===== config.mk =====
export PLATFORM = sky130hd
export DESIGN_NAME = slvc_tr_div
export DESIGN_NICKNAME = d
export VERILOG_FILES = /design/src/hw/rtl/slvc_pkg.sv /design/src/hw/rtl/slvc_tr_div.sv
export SDC_FILE = /design/constraint.sdc
export NUM_CORES = 2
export LEC_CHECK = 0
export BUFFER_PORTS_ARGS = -buffer_cell sky130_fd_sc_hd__buf_4
export CORE_UTILIZATION = 25
export CTS_BUF_LIST = sky130_fd_sc_hd__clkbuf_4 sky130_fd_sc_hd__clkbuf_8
export DETAILED_ROUTE_END_ITERATION = 7
export MAX_ROUTING_LAYER = met4
export PLACE_DENSITY_LB_ADDON = 0.25
export SLEW_MARGIN = 20
export SYNTH_ARGS = -nofsm -noshare
export SYNTH_HDL_FRONTEND = slang
export SYNTH_SLANG_ARGS = --single-unit

===== constraint.sdc =====
create_clock -name aclk -period 4.11 [get_ports aclk]
set_input_delay 0.822 -clock aclk [delete_from_list [all_inputs] [get_ports aclk]]
set_output_delay 0.822 -clock aclk [all_outputs]
set_load 0.02 [all_outputs]

===== src/hw/rtl/slvc_pkg.sv =====
// ----------------------------------------------------------------------------
// slvc_pkg
// Shared constants, types and fixed-point helpers for the COSTALD volume core.
// ----------------------------------------------------------------------------
package slvc_pkg;

    localparam int FRAC      = 24;
    localparam int TEMP_W    = 24;
    localparam int VC_W      = 22;
    localparam int OMEGA_W   = 16;
    localparam int OMEGA_FRAC = 14;
    localparam int VOL_W     = 24;
    localparam int CFG_W     = 24;
    localparam int ADDR_W    = 2;

    localparam logic [ADDR_W-1:0] REG_CRIT_TEMP = 2'd0;
    localparam logic [ADDR_W-1:0] REG_CHAR_VOL  = 2'd1;
    localparam logic [ADDR_W-1:0] REG_ACENTRIC  = 2'd2;

    localparam logic [TEMP_W-1:0] CRIT_TEMP_RESET = 24'd8388608;

    function automatic longint qk(input longint num);
        return ((num << FRAC) + 64'd5000000) / 64'd10000000;
    endfunction

    localparam logic [25:0] ONE   = 26'd1 << FRAC;
    localparam logic [25:0] K_A1  = 26'(qk(64'd15281600));
    localparam logic [25:0] K_A2  = 26'(qk(64'd14390700));
    localparam logic [25:0] K_A3  = 26'(qk(64'd8144600));
    localparam logic [25:0] K_A4  = 26'(qk(64'd1904540));
    localparam logic [25:0] K_B0  = 26'(qk(64'd2961230));
    localparam logic [25:0] K_B1  = 26'(qk(64'd3869140));
    localparam logic [25:0] K_B2  = 26'(qk(64'd427258));
    localparam logic [25:0] K_B3  = 26'(qk(64'd480645));
    localparam logic [25:0] K_DEN = 26'(qk(64'd10000100));

    localparam logic [32:0] VD_MAX = 33'd1 << 32;
    localparam logic [VOL_W-1:0] VOL_MAX = '1;

    typedef struct packed {
        logic        oor;
        logic [23:0] tr;
        logic [24:0] x;
        logic [25:0] v0;
        logic        neg;
    } meta_t;

    // floor(a * b / 2^FRAC); callers keep the product below 2^50
    function automatic logic [25:0] mulq(input logic [25:0] a, input logic [25:0] b);
        logic [51:0] p;
        p = {26'b0, a} * {26'b0, b};
        return p[FRAC+25:FRAC];
    endfunction

endpackage


===== src/hw/rtl/slvc_tr_div.sv =====
// ----------------------------------------------------------------------------
// slvc_tr_div
// Pipelined restoring divider, one quotient bit per stage: tr = (t << 24) / Tc.
// ----------------------------------------------------------------------------
module slvc_tr_div (
    input  logic                aclk,
    input  logic                aresetn,
    input  logic                en,
    input  logic                in_valid,
    input  logic [23:0]         in_num,
    input  logic [23:0]         divisor,
    input  slvc_pkg::meta_t     in_meta,
    output logic                out_valid,
    output logic [23:0]         out_quot,
    output slvc_pkg::meta_t     out_meta
);
    import slvc_pkg::*;

    localparam int STAGES = 24;

    logic        valid_reg [STAGES];
    logic [23:0] rem_reg   [STAGES];
    logic [23:0] quot_reg  [STAGES];
    meta_t       meta_reg  [STAGES];

    genvar s;
    generate
        for (s = 0; s < STAGES; s++) begin : g_stage
            logic [23:0] r_in;
            logic [23:0] q_in;
            logic        v_in;
            meta_t       m_in;
            logic [24:0] r2;
            logic [23:0] rem_next;
            logic [23:0] quot_next;

            if (s == 0) begin : g_first
                assign r_in = in_num;
                assign q_in = '0;
                assign v_in = in_valid;
                assign m_in = in_meta;
            end else begin : g_rest
                assign r_in = rem_reg[s-1];
                assign q_in = quot_reg[s-1];
                assign v_in = valid_reg[s-1];
                assign m_in = meta_reg[s-1];
            end

            assign r2 = {r_in, 1'b0};

            always_comb begin
                rem_next  = r2[23:0];
                quot_next = q_in;
                if (r2 >= {1'b0, divisor}) begin
                    rem_next = 24'(r2 - {1'b0, divisor});
                    quot_next[STAGES-1-s] = 1'b1;
                end
            end

            always_ff @(posedge aclk) begin
                if (!aresetn) begin
                    valid_reg[s] <= 1'b0;
                end else if (en) begin
                    valid_reg[s] <= v_in;
                end
            end

            always_ff @(posedge aclk) begin
                if (en) begin
                    rem_reg[s]  <= rem_next;
                    quot_reg[s] <= quot_next;
                    meta_reg[s] <= m_in;
                end
            end
        end
    endgenerate

    assign out_valid = valid_reg[STAGES-1];
    assign out_quot  = quot_reg[STAGES-1];
    assign out_meta  = meta_reg[STAGES-1];

endmodule


==> run summary <==
Total power: 99,360 µW
Synthesized net count: 7,972
Setup slack after layout: 0.4872 ns
Max-cap check violation count: 0
Starting Density: 0.2517
Die Ht: 677.8 µm
Post-synth EDFFs: 2,723
Synth cell types: 88
Setup crit start kind: register
Crit path DAT: 4.40 ns
Die area: 0.4594 mm²
Fin. Hold Viols: 0
F_max: 276.0 MHz
CP cell instances: ha_1, nor2b_1, o211ai_1, nand4_1, nand3b_1, nand4_1, a221oi_2, a21oi_1, nor3_4, mux2_2
Layout cell share with drive strength beyond 1: 0.2436
Syn Area/Cell: 15.76 µm²
Critical path's top delay family: simple AND/OR/NAND/NOR gates
Worst Hold End: rem_reg[0][18]
Mapped Area: 0.1142 mm²
# port buffers: 230
Slowest stage cell, crit path: nor3_4
Root buf cell: clkbuf_8
Clk buf depth: 4
Period utilization: 0.8815
Reg clk slew, reported paths: 0.06 ns
Worst Skew: 0.1521 ns
VDD IR-drop max: 0.3072 mV
TNS Setup: 0 ns
Commonest cells after routing, fill and taps aside: edfxtp_1, buf_4, ha_1, a21oi_1, clkbuf_8
Register area share after synthesis: 0.7164
Power Density: 699.7 mW/mm²
Number of cells after detailed placement: 14,286
Crit end category: register
Aggregate global routing overflow: 0
Dominant synthesized flop cell: edfxtp_1
Most used cell along the critical path: nand4_1
Routed via count: 65,138
Cells on worst reg2reg path: 10
First-pass GRT wire length: 397.4 mm
Worst slew pin tran: 0.9094 ns
RSZ-0062 raised after global routing: no
Fin crit period: 3.623 ns
Post-Synthesis Cells: 7,245
DR WL/cell: 17.11 µm
Total track usage: 0.1133
Drt via density: 4.272
Crit path required time: 4.89 ns
Static leakage: 0.05303 µW
CTS tree: built
Die width: 677.8 µm
IO Pins: 231
Area growth, synth to finish: 24.38%
R2R Setup Slk: 0.49 ns
Min-delay src: en
# rows: 247
Max stage delay on crit path: 0.62 ns
ANT nets after route: 0
Total Nets Final: 9,615
Final-layout fill cell count: 44,632
Crit Path Class: reg2reg
Final WL: 260.9 mm
Worst r2r src: rem_reg[5][24]
Pre-CTS setup slack: -0.3907 ns
CP max FO: 20
WP buf/inv: 0
Worst slew margin: 0.3937
DRC Markers: 0
Hold path depth: 1
Number of setup buffers added after CTS: 0
Async set-reset flop share out of synthesis: 0
Hold WC Path Type: in2reg
Post-DP HPWL: 176.8 mm
Status: finished clean
Most common cell after layout, fill and taps aside: edfxtp_1
Capture point of the worst reg-to-reg path: rem_reg[5][52]
Core area: 0.4537 mm²
Post-CTS sizing: 0
Number of global-route vias before repair: 66,859
Ys Warns: 0
Routability cong.: 0.8738
1st-iter DRT viols: 4,138
Largest net degree at the start of global routing: 105
Drt first pass iters: 8
Fin. max-slew vios: 0
Max FFs per register: 1,848
Initial antenna violation count: 14
TritonCTS Buffers: 473
H-tree depth: 5
Worst-skew pair later-pin latency: 1.16 ns
Number of synthesized register bits: 2,724
Count of final setup violators: 0
Non-filler instance count after layout: 15,247
Clk sinks: 2,724
CTS Hold Bufs: 103
how the worst max path moves through the flow:
stage	from	to	cells past startpoint
global route	rem_reg[5][24]	rem_reg[5][49]	11
finish	rem_reg[5][24]	rem_reg[5][52]	10
CTS	rem_reg[0][24]	rem_reg[0][64]	12
global placement	divisor[3]	rem_reg[3][46]	15
detailed placement	divisor[3]	rem_reg[2][47]	14
floorplan	divisor[1]	rem_reg[1][67]	14
cells in the mapped netlist (all sizes together) (36+ instances only):
cell	number	area, µm²
edfxtp	2723	81770
ha	575	7194
a21oi	484	2430
nand2	402	1514
o21ai	392	1981
nor2	353	1328
xnor2	292	2557
mux2	289	3318
a21o	212	1592
inv	155	581.8
xor2	152	1331
nand2b	94	595.6
nor2b	92	575.6
o21a	88	660.6
nand3	79	395.4
nor3	75	386.6
and3	70	437.9
nand4	65	406.6
buf	58	334.1
clkbuf	53	198.9
a31oi	50	312.8
o21bai	45	337.8
a211oi	38	302.8
o31ai	36	270.3
area by class of cell:
type / count / area [µm²] / area share
clock buffer: 610 / 7570 / 0.05330
antenna: 6 / 15.01 / 0.0001057
multi-input combinational: 4255 / 31330 / 0.2206
clock inverter: 242 / 2017 / 0.01420
sequential: 2724 / 81790 / 0.5759
timing repair buffer: 1279 / 11220 / 0.07900
inverter: 155 / 596.8 / 0.004203
tap: 5976 / 7477 / 0.05265
cell families (layout without fill, tap and decap cells):
family	count (synthesis)	in the layout	share of synthesized area
flip-flops	2724	2724	0.7164
adder cells (fa/ha/maj)	598	598	0.06705
multiplexers	310	310	0.03090
XOR/XNOR	444	444	0.03406
buffers and inverters	266	2286	0.009765
AO/OA/AOI/OAI	1549	1549	0.08502
other	0	6	0
AND/OR/NAND/NOR	1354	1354	0.05682
per-stage QoR:
stage	hold slack, ns	utilization	instance area (µm²)
finish	0.2072	0.3130	142000
global route	0.1275	0.3130	142000
CTS	0.06939	0.3130	142000
detailed placement	0.4045	0.2896	131400
global placement	0.4003	0.2896	131400
floorplan	0.4003	-	114200
worst reg2reg max path: stages (launching register included):
cell and delay, ns:
edfxtp_1 0.42, ha_1 0.31, nor2b_1 0.14, o211ai_1 0.29, nand4_1 0.17, nand3b_1 0.21, nand4_1 0.18, a221oi_2 0.35
a21oi_1 0.15, nor3_4 0.62, mux2_2 0.41
layer usage:
metal	part of all wire	vias to the layer above	GRT usage	routed length [µm]
met1	0.45	31801	0.1442	118500
met2	0.46	1308	0.1799	121100
met5	0	-	-	0
met3	0.046	551	0.02060	12080
met4	0.035	0	0.04259	9131
li1	-	31478	-	-
power breakdown:
part           internal [µW]  total (µW)  switching, µW
sequential             36900       39500           2570
combinational          17400       34700          17300
clock                  13700       25200          11500
Note: power is estimated with default switching activity, not from simulation.
